==> src/rtl/bbtr_pkg.sv <==
`default_nettype none

package bbtr_pkg;

   localparam int BBTR_MAX_BLOCKS  = 1024;
   localparam int BBTR_QUEUE_DEPTH = 2;

   typedef enum logic [1:0] {
      KIND_LOAD   = 2'd0,
      KIND_QUERY  = 2'd1,
      KIND_CLEAR  = 2'd2,
      KIND_UNUSED = 2'd3
   } kind_type;

   typedef enum logic [1:0] {
      OP_LOAD,
      OP_QUERY,
      OP_CLEAR,
      OP_NOP
   } op_type;

   typedef enum logic [1:0] {
      STATUS_OK         = 2'd0,
      STATUS_FULL       = 2'd1,
      STATUS_NOT_LOADED = 2'd2
   } status_type;

   typedef enum logic [1:0] {
      ST_IDLE,
      ST_INFO,
      ST_CHECK,
      ST_PACK
   } state_type;

   typedef struct packed {
      op_type      op;
      logic [47:0] start;
      logic [31:0] length;
      logic [3:0]  size;
      logic [47:0] target;
      logic        known;
      logic        cond;
      logic [9:0]  idx;
   } cmd_type;

   typedef struct packed {
      logic [47:0] start;
      logic [31:0] length;
      logic [3:0]  size;
      logic        known;
      logic [47:0] target;
      logic        cond;
   } entry_type;

   typedef struct packed {
      logic    valid;
      cmd_type cmd;
   } queue_head_type;

endpackage

`default_nettype wire

==> src/rtl/bbtr_front.sv <==
`default_nettype none

module bbtr_front
   import bbtr_pkg::*;
(
   input  wire logic        clock,
   input  wire logic        reset,
   input  wire logic        req_valid,
   output logic             req_stall,
   input  wire logic [1:0]  req_kind,
   input  wire logic [47:0] req_start_offset,
   input  wire logic [31:0] req_block_length,
   input  wire logic [3:0]  req_last_insn_size,
   input  wire logic [47:0] req_target_offset,
   input  wire logic        req_target_known,
   input  wire logic        req_is_conditional,
   input  wire logic [9:0]  req_block_index,
   output queue_head_type   head,
   input  wire logic        pop
);

   localparam int QAW = (BBTR_QUEUE_DEPTH > 1) ? $clog2(BBTR_QUEUE_DEPTH) : 1;
   localparam int QFW = $clog2(BBTR_QUEUE_DEPTH + 1);

   cmd_type        entry_ff [BBTR_QUEUE_DEPTH];
   logic [QAW-1:0] wr_ptr_ff, wr_ptr_in;
   logic [QAW-1:0] rd_ptr_ff, rd_ptr_in;
   logic [QFW-1:0] fill_ff, fill_in;
   cmd_type        cmd;
   logic           push;
   logic           do_pop;

   always_comb begin
      cmd.start  = req_start_offset;
      cmd.length = req_block_length;
      cmd.size   = req_last_insn_size;
      cmd.target = req_target_offset;
      cmd.known  = req_target_known;
      cmd.cond   = req_is_conditional;
      cmd.idx    = req_block_index;
      unique case (kind_type'(req_kind))
         KIND_LOAD:   cmd.op = OP_LOAD;
         KIND_QUERY:  cmd.op = OP_QUERY;
         KIND_CLEAR:  cmd.op = OP_CLEAR;
         KIND_UNUSED: cmd.op = OP_NOP;
         default:     cmd.op = OP_NOP;
      endcase
   end

   assign req_stall = (fill_ff == QFW'(BBTR_QUEUE_DEPTH));
   assign push      = req_valid && !req_stall;
   assign do_pop    = pop && (fill_ff != '0);

   always_comb begin
      wr_ptr_in = wr_ptr_ff;
      rd_ptr_in = rd_ptr_ff;
      fill_in   = fill_ff;
      if (push) begin
         wr_ptr_in = (wr_ptr_ff == QAW'(BBTR_QUEUE_DEPTH - 1)) ? '0 : wr_ptr_ff + 1'b1;
      end
      if (do_pop) begin
         rd_ptr_in = (rd_ptr_ff == QAW'(BBTR_QUEUE_DEPTH - 1)) ? '0 : rd_ptr_ff + 1'b1;
      end
      if (push && !do_pop) begin
         fill_in = fill_ff + 1'b1;
      end else if (!push && do_pop) begin
         fill_in = fill_ff - 1'b1;
      end
   end

   always_ff @(posedge clock) begin
      if (reset) begin
         wr_ptr_ff <= '0;
         rd_ptr_ff <= '0;
         fill_ff   <= '0;
      end else begin
         wr_ptr_ff <= wr_ptr_in;
         rd_ptr_ff <= rd_ptr_in;
         fill_ff   <= fill_in;
      end
   end

   always_ff @(posedge clock) begin
      if (push) begin
         entry_ff[wr_ptr_ff] <= cmd;
      end
   end

   assign head.valid = (fill_ff != '0);
   assign head.cmd   = entry_ff[rd_ptr_ff];

endmodule

`default_nettype wire

==> config.mk <==
export PLATFORM = sky130hd
export DESIGN_NAME = bbtr_front
export DESIGN_NICKNAME = d
export VERILOG_FILES = /design/src/rtl/bbtr_pkg.sv /design/src/rtl/bbtr_front.sv
export SDC_FILE = /design/constraint.sdc
export NUM_CORES = 1
export LEC_CHECK = 0
export ABC_AREA = 1
export BUFFER_PORTS_ARGS = -buffer_cell sky130_fd_sc_hd__buf_4
export CAP_MARGIN = 10
export CORE_MARGIN = 3
export CORE_UTILIZATION = 40
export CTS_CLUSTER_DIAMETER = 120
export DETAILED_ROUTE_END_ITERATION = 16
export PLACE_DENSITY = 0.69
export SYNTH_ARGS = -nofsm -noshare
export SYNTH_HDL_FRONTEND = slang
export SYNTH_SLANG_ARGS = --single-unit
==> constraint.sdc <==
create_clock -name clock -period 17.17 [get_ports clock]
set_clock_uncertainty 0.05 [all_clocks]
set_input_delay 2.5755 -clock clock [delete_from_list [all_inputs] [get_ports clock]]
set_output_delay 2.5755 -clock clock [all_outputs]
set_load 0.02 [all_outputs]
## Word level (Yosys, flattened, before mapping)

Memories as Yosys holds them, arrays and structs flattened. A register that Yosys moved wholly into a read port is not among the register bits.
Cells that the tools add are included.

- Memories kept: 1
- Word-level logic and storage cells: 31
- Memory bits (writable): 292
- Register bits after elaboration: 4

Memories:

| name | depth | width | read ports | clocked after memory_dff | write ports | RTL line | text |
|---|---|---|---|---|---|---|---|
| entry_ff | 2 | 146 | 1 | 1 | 1 | bbtr_front.sv:25 | `cmd_type entry_ff [BBTR_QUEUE_DEPTH];` |

- Multiplexer cells: 9
- Reduce and logical (&&, ||, !) cells: 10
- $add $sub $neg: 4
- Eq/ne operators: 4

Operators by type and width:

| cell | number |
|---|---|
| 2-bit case mux with 4 select lines | 1 |
| 2-bit == test, second input constant | 3 |
| 1-bit two-way mux | 6 |
| 1-bit logical AND | 4 |
| 2-bit two-way mux | 2 |
| 2-bit nonzero test | 2 |
| 1-bit logical NOT | 3 |
| 1-bit adder, second input constant | 2 |
| 2-bit by 1-bit adder with 2-bit output, second input constant | 1 |
| 2-bit by 1-bit == test with 1-bit output, second input constant | 1 |
| 2-bit logical NOT | 1 |
| 2-bit by 1-bit subtractor with 2-bit output, second input constant | 1 |

## Logic depth before layout (Yosys ltp)

Gate-level depths: netlist of the first run.

- Depth after elaboration: 7
- Mapped depth: 10
- Depth with buffers taken out: 10

## Worst setup path before layout of the first run

No wires, ideal clock.

- Path kind: input -> register
- Start point: input req_valid
- End point: memory entry_ff[0][0] in the netlist's numbering, enable pin
- Data required time: 16,466 ps
- Stages on the path: 2
- Buffers on the path: 0
- Setup slack: 7,674 ps
- Setup time: 654 ps
- Arrival time: 8,792 ps
- Cells stage by stage: o21ai_0 -> nor2_1

- Cells in the longest elaborated chain, start to end: 3

Ends and longest elaborated chain:

| element | RTL line | text |
|---|---|---|
| start: declaration | bbtr_front.sv:8 | `input wire logic req_valid,` |
| 1-bit logical AND | bbtr_front.sv:51 | `assign push = req_valid && !req_stall;` |
| 1-bit two-way mux | bbtr_front.sv:84 | `if (push) begin` |
| 1-bit two-way mux (implied by the code) | bbtr_front.sv:85 | `entry_ff[wr_ptr_ff] <= cmd;` |
| end: declaration | bbtr_front.sv:25 |  |

Every way passes these cells.

==> flow_metrics.env, run 1 <==
export IMPL_outcome="completed"
export IMPL_post_synth_main_area_contributors="edfxtp_1, mux2_2, clkbuf_8"
export IMPL_final_min_period_over_clock_period_pct=33.33
export IMPL_max_cap_violations=0
export IMPL_hold_path_startpoint="rd_ptr_ff"
export IMPL_critical_path_reg2reg_startpoint="fill_ff[1]"
export IMPL_clockRootBuffer="clkbuf_16"
export IMPL_overflow=0
export IMPL_power_density_nw_per_um2=149.5
export IMPL_fin_nets=960
export IMPL_p_switching_uw=599.5
export IMPL_worst_endpoint_arrival_ns=3.10
export IMPL_finalInstanceArea_um2=14310
export IMPL_grt_start_max_net_pins=78
export IMPL_timing_max_transition_violations_final=0
export IMPL_synthesis_area_um2=10870
export IMPL_max_clock_path_buffers=3
export IMPL_clock_sinks=297
export IMPL_chip_height_um=170.8
export IMPL_clock_pin_slew_reported_for_the_worst_setup_and_hold_paths_after_clock_tree_synthesis_ns=0.06
export IMPL_worst_r2r_path_depth=5
export IMPL_floorplan_initialDensity_pct=41.23
export IMPL_yosys_top_cells_count="edfxtp_1, mux2_2, clkbuf_8"
export IMPL_cpMaxStageDelayCell="dfxtp_4"
export IMPL_cell_count_post_placement=1112
export IMPL_gpl_final_weighted_congestion=0.7440
export IMPL_ys_flop_type="edfxtp_1"
export IMPL_floorplan_core_area_um2=26350
export IMPL_fillerInstances=2104
export IMPL_n_antenna_cell=0
export IMPL_min_path_cells=2
export IMPL_fp_dieArea_um2=29180
export IMPL_synth_ff_latch_count=297
export IMPL_finalSetupViolCount=0
export IMPL_timing_critical_path_required_ns=14.54
export IMPL_fmax_mhz=174.7
export IMPL_regToRegEndpoint="entry_ff[0][142]"
export IMPL_internal_power_uw=1540
export IMPL_worst_setup_path_start_kind="flop"
export IMPL_via_count=5582
export IMPL_min_cycle_time_layout_ns=5.723
export IMPL_cts_hold_buffers=0
export IMPL_grt_first_pass_wirelength_um=32430
export IMPL_syn_mean_instance_area_um2=22.04
export IMPL_row_count=59
export IMPL_grt_setup_unrepaired="false"
export IMPL_crit_top_cell="buf_4"
export IMPL_setup_total_negative_slack_ns=0
export IMPL_drt_antenna_violating_nets=0
export IMPL_reg2reg_slack_ns=14.01
export IMPL_finalHoldViolCount=0
export IMPL_drt_drc_violations_left=0
export IMPL_clock_latency_ns=0.54
export IMPL_number_of_flops_mapped_to_enable_cells_by_yosys=292
export IMPL_tritoncts_num_buffers=30
export IMPL_wl_met2_um=10610
export IMPL_end_kind="primary output"
export IMPL_antenna_found_initial=0
export IMPL_post_cts_buffers=0
export IMPL_leakage_uw=0.005307
export IMPL_asyncSetResetFlopFracSynth_pct=0
export IMPL_placement_cell_area_um2=13360
export IMPL_final_cell_count_no_fill=1166
export IMPL_synthesis_instances=493
export IMPL_yosysWarningCount=0
export IMPL_worst_ir_drop_vdd_uv=97.70
export IMPL_worst_pin_slew_ns=1.081
export IMPL_drt_iter0_markers=336
export IMPL_wl_met3_um=2215
export IMPL_worst_slew_margin_rel_pct=27.91
export IMPL_post_synth_top_area_fraction_pct=80.70
export IMPL_critical_path_max_fanout=74
export IMPL_avgViaCountPerCell=4.787
export IMPL_clock_power_share_pct=29.2
export IMPL_final_layout_size_suffix_gt1_share_pct=58.84
export IMPL_critPathKind="flop to primary output"
export IMPL_postSynthNetCount=644
export IMPL_detail_route_first_pass_iterations=4
export IMPL_post_cts_resize_count=0
export IMPL_drt_total_wl_um=22000
export IMPL_worst_hold_path_type="flop to flop"
export IMPL_worstPathCellList="buf_4 -> mux2_2 -> buf_4"
export IMPL_power_combinational_fraction_pct=26.0
export IMPL_area_delta_synth_final_pct=31.68
export IMPL_largest_area_contributor_in_the_netlist="edfxtp_1"
export IMPL_port_buffer_count=297
export IMPL_synth_yosys_seq_area_share_pct=81.62
export IMPL_worst_path_dominant_cell_family="buffers and inverters"
export IMPL_post_dp_hpwl_um=14070
export IMPL_maxUsedRoutingLayer="met4"
export IMPL_cpPeakStageDelay_ns=1.00
export IMPL_post_synth_num_cell_types=14
export IMPL_overall_global_routing_usage_pct=14.08
export IMPL_io_pin_count=298
export IMPL_yosysMostFrequentCell="edfxtp_1"
export IMPL_grt_pass1_vias=5930
export IMPL_switching_share_pct=28.02
export IMPL_cts_tree="done"
export IMPL_met1Wirelength_um=8374
export IMPL_wire_per_inst_um=18.86
export IMPL_die_width_um=170.8
export IMPL_htree_levels=1
export IMPL_worstPathBufferInverterCount=2
export IMPL_pwr_share_seq_pct=44.8
==> worst min-delay path: cells and delay by family (launching register included) <==
family          cells  cell delay, ns
simple gates        1            0.09
flops               1            0.34
compound gates      1            0.06
==> cells by family (layout without fill, tap and decap cells) <==
family / Yosys count / in the layout / synth area share [%]
simple gates: 18 / 18 / 0.6680
compound gates: 5 / 5 / 0.2303
fa+ha+maj: 1 / 1 / 0.1151
mux: 146 / 146 / 15.13
flops: 297 / 297 / 81.62
buf+inv: 26 / 364 / 2.234
==> registers in the layout (all words and copies together), names as in the netlist, named ones only <==
register and count:
rd_ptr_ff 1, fill_ff 2, wr_ptr_ff 1, entry_ff 292
==> how the worst max path moves through the flow <==
stage / start / cells after the start / slack, ns / endpoint
2_1_floorplan: req_valid / 2 / 7.67 / entry_ff[0][0]
4_1_cts: flop / 3 / 11.33 / head[130]
3_3_place_gp: req_valid / 5 / 11.84 / entry_ff[0][35]
3_5_place_dp: req_valid / 5 / 11.81 / entry_ff[0][35]
6_report: flop / 3 / 11.45 / head[130]
5_1_grt: flop / 3 / 11.25 / head[130]
==> power groups by stage <==
stage	logic, uW	clock network [uW]	registers (uW)
finish	557	625	958
global route	594	675	968
CTS	566	644	960
detailed placement	563	0	975
global placement	562	0	969
floorplan	360	0	972
==> metal layers <==
layer  vias up  global-route usage (%)
met5         -                       0
met4         0                   4.584
met3        43                   5.245
met2       221                   23.80
met1      2742                   16.80
li1       2576                       -
==> stage by stage <==
| stage | utilization (%) | total power (uW) | setup WS, ns | hold slack (ns) |
|---|---|---|---|---|
| floorplan | - | 1332 | 7.674 | 0.4145 |
| global placement | 50.69 | 1531 | 11.84 | 0.4288 |
| detailed placement | 50.69 | 1538 | 11.81 | 0.4361 |
| CTS | 54.29 | 2171 | 11.33 | 0.4630 |
| global route | 54.29 | 2237 | 11.25 | 0.5185 |
| finish | 54.29 | 2139 | 11.45 | 0.4651 |
==> layout by cell type, fill, tap and decap left out, types with 3 or more instances in the layout <==
master,instances
edfxtp_1,292
o21ai_0,3
bufinv_16,3
clkbuf_16,31
mux2_2,146
clkinv_1,10
nor2_1,6
inv_1,8
buf_4,302
clkbuf_1,6
dfxtp_1,4
nand2_1,7
clkinv_2,3
==> layout make-up <==
type,instances,area [um2],share of cell area [%]
repair buffers,302,2267,15.85
flip-flops and latches,297,8872,62.01
inverters,8,30.03,0.2099
clock inverters,17,151.4,1.058
well taps,335,419.2,2.930
multi-input cells,170,1769,12.37
clock buffers,37,798.3,5.579
Power figures use the tool's default switching activity.
==> run 2: changes to the inputs <==
clock period = 5.8 ns   (was 17.17 ns; I/O delays follow)
==> run 2 against run 1 <==
  * Utilization is 0.090 points lower
  * Critical path depth did not move
  * Sequential power grew to 2.9 times the previous value
  * Largest power group unchanged
==> flow_metrics.env, run 2 (synthesis results as in run 1) <==
export IMPL_gpl_final_weighted_congestion=0.7182
export IMPL_clock_latency_ns=0.54
export IMPL_wire_per_inst_um=18.19
export IMPL_area_delta_synth_final_pct=31.46
export IMPL_via_count=5562
export IMPL_timing_max_transition_violations_final=0
export IMPL_row_count=59
export IMPL_overflow=0
export IMPL_critical_path_max_fanout=119
export IMPL_worst_ir_drop_vdd_uv=289.9
export IMPL_post_dp_hpwl_um=13410
export IMPL_final_layout_size_suffix_gt1_share_pct=58.60
export IMPL_reg_top3="entry_ff x292, fill_ff x2"
export IMPL_grt_setup_unrepaired="false"
export IMPL_place_worst_setup_slack_ns=3.038
export IMPL_placement_cell_area_um2=13380
export IMPL_cts_tree="done"
export IMPL_top_register="entry_ff"
export IMPL_fmax_mhz=301.6
export IMPL_detail_route_first_pass_iterations=4
export IMPL_sequential_cell_area_um2=8872
export IMPL_clock_sinks=297
export IMPL_clock_pin_slew_reported_for_the_worst_setup_and_hold_paths_after_clock_tree_synthesis_ns=0.06
export IMPL_drt_total_wl_um=21210
export IMPL_wl_met3_um=2002
export IMPL_end_kind="primary output"
export IMPL_largest_reg_flops=292
export IMPL_worst_endpoint_arrival_ns=2.40
export IMPL_worst_setup_path_start_kind="flop"
export IMPL_setup_total_negative_slack_ns=0
export IMPL_power_density_nw_per_um2=435.1
export IMPL_worst_hold_path_type="primary input to flop"
export IMPL_outcome="completed"
export IMPL_cpPeakStageDelay_ns=0.61
export IMPL_max_cap_violations=0
export IMPL_final_min_period_over_clock_period_pct=57.17
export IMPL_n_antenna_cell=0
export IMPL_worst_pin_slew_ns=1.018
export IMPL_io_pin_count=298
export IMPL_chip_height_um=170.8
export IMPL_floorplan_initialDensity_pct=41.23
export IMPL_leakage_uw=0.005270
export IMPL_post_cts_resize_count=0
export IMPL_port_buffer_count=297
export IMPL_tritoncts_num_buffers=30
export IMPL_grt_first_pass_wirelength_um=31650
export IMPL_post_cts_buffers=0
export IMPL_drt_iter0_markers=302
export IMPL_wl_met2_um=10530
export IMPL_worstPathCellList="buf_12 -> mux2_2 -> buf_4"
export IMPL_cpMaxStageDelayCell="dfxtp_4"
export IMPL_finalHoldViolCount=0
export IMPL_met1Wirelength_um=7932
export IMPL_drt_antenna_violating_nets=0
export IMPL_grt_start_max_net_pins=147
export IMPL_critPathKind="flop to primary output"
export IMPL_final_common_cell="buf_4"
export IMPL_clockRootBuffer="clkbuf_16"
export IMPL_multiInputGateArea_um2=1769
export IMPL_min_cycle_time_layout_ns=3.316
export IMPL_cell_count_post_placement=1110
export IMPL_final_cell_mix="buf_4, edfxtp_1, mux2_2"
export IMPL_layout_setup_ws_ns=2.484
export IMPL_finalSetupViolCount=0
export IMPL_overall_global_routing_usage_pct=13.71
export IMPL_fillerInstances=2125
export IMPL_fp_dieArea_um2=29180
export IMPL_worstPathBufferInverterCount=2
export IMPL_timing_critical_path_required_ns=4.88
export IMPL_fin_nets=958
export IMPL_floorplan_core_area_um2=26350
export IMPL_cts_hold_buffers=0
export IMPL_worst_slew_margin_rel_pct=32.15
export IMPL_htree_levels=1
export IMPL_die_width_um=170.8
export IMPL_max_clock_path_buffers=3
export IMPL_drt_drc_violations_left=0
export IMPL_finalInstanceArea_um2=14280
export IMPL_final_cell_count_no_fill=1166
export IMPL_grt_pass1_vias=5980
export IMPL_avgViaCountPerCell=4.770
export IMPL_worst_path_dominant_cell_family="buffers and inverters"
export IMPL_antenna_found_initial=0
export IMPL_maxUsedRoutingLayer="met4"
## run 2: layout make-up
cell class / count / area share, %
repair buffers: 300 / 16.03
clock buffers: 48 / 6.018
clock inverters: 8 / 0.3066
inverters: 8 / 0.2102
flip-flops and latches: 297 / 62.11
well taps: 335 / 2.934
multi-input cells: 170 / 12.39
## run 2: worst reg2reg max path: stages, from the launching register on
cell     delay [ns]
dfxtp_1        0.33
inv_1          0.07
o21ai_0        0.65
nor2_4         0.05
buf_12         0.24
## run 2: per-stage QoR
stage               util, %  hold slack [ns]  total power, uW
global placement      50.77           0.4289             4526
floorplan                 -           0.4145             3942
global route          54.20           0.4306             6508
detailed placement    50.77           0.4387             4549
CTS                   54.20           0.4247             6317
finish                54.20           0.4591             6215
## run 2: routing by layer
layer,up-vias,GRT usage [%]
met1,2720,15.81
met4,0,4.619
met2,220,23.80
met5,-,0
li1,2576,-
met3,46,4.968
## run 2: power by group
group          internal, uW  switching (uW)  total [uW]
clock network          1010             733        1740
registers              2720            80.5        2800
logic                   745             930        1680
total                  4470            1740        6220
## run 2: final timing paths
path / slack [ns] / depth (start not counted) / start / endpoint
worst max-delay path: 2.48 / 3 / flop / head[1]
worst max register to register: 3.63 / 4 / fill_ff[1] / entry_ff[1][136]
worst min-delay path: 0.46 / 1 / req_block_length[29] / entry_ff[1][93]
worst min register to register: 0.46 / 2 / rd_ptr_ff / rd_ptr_ff
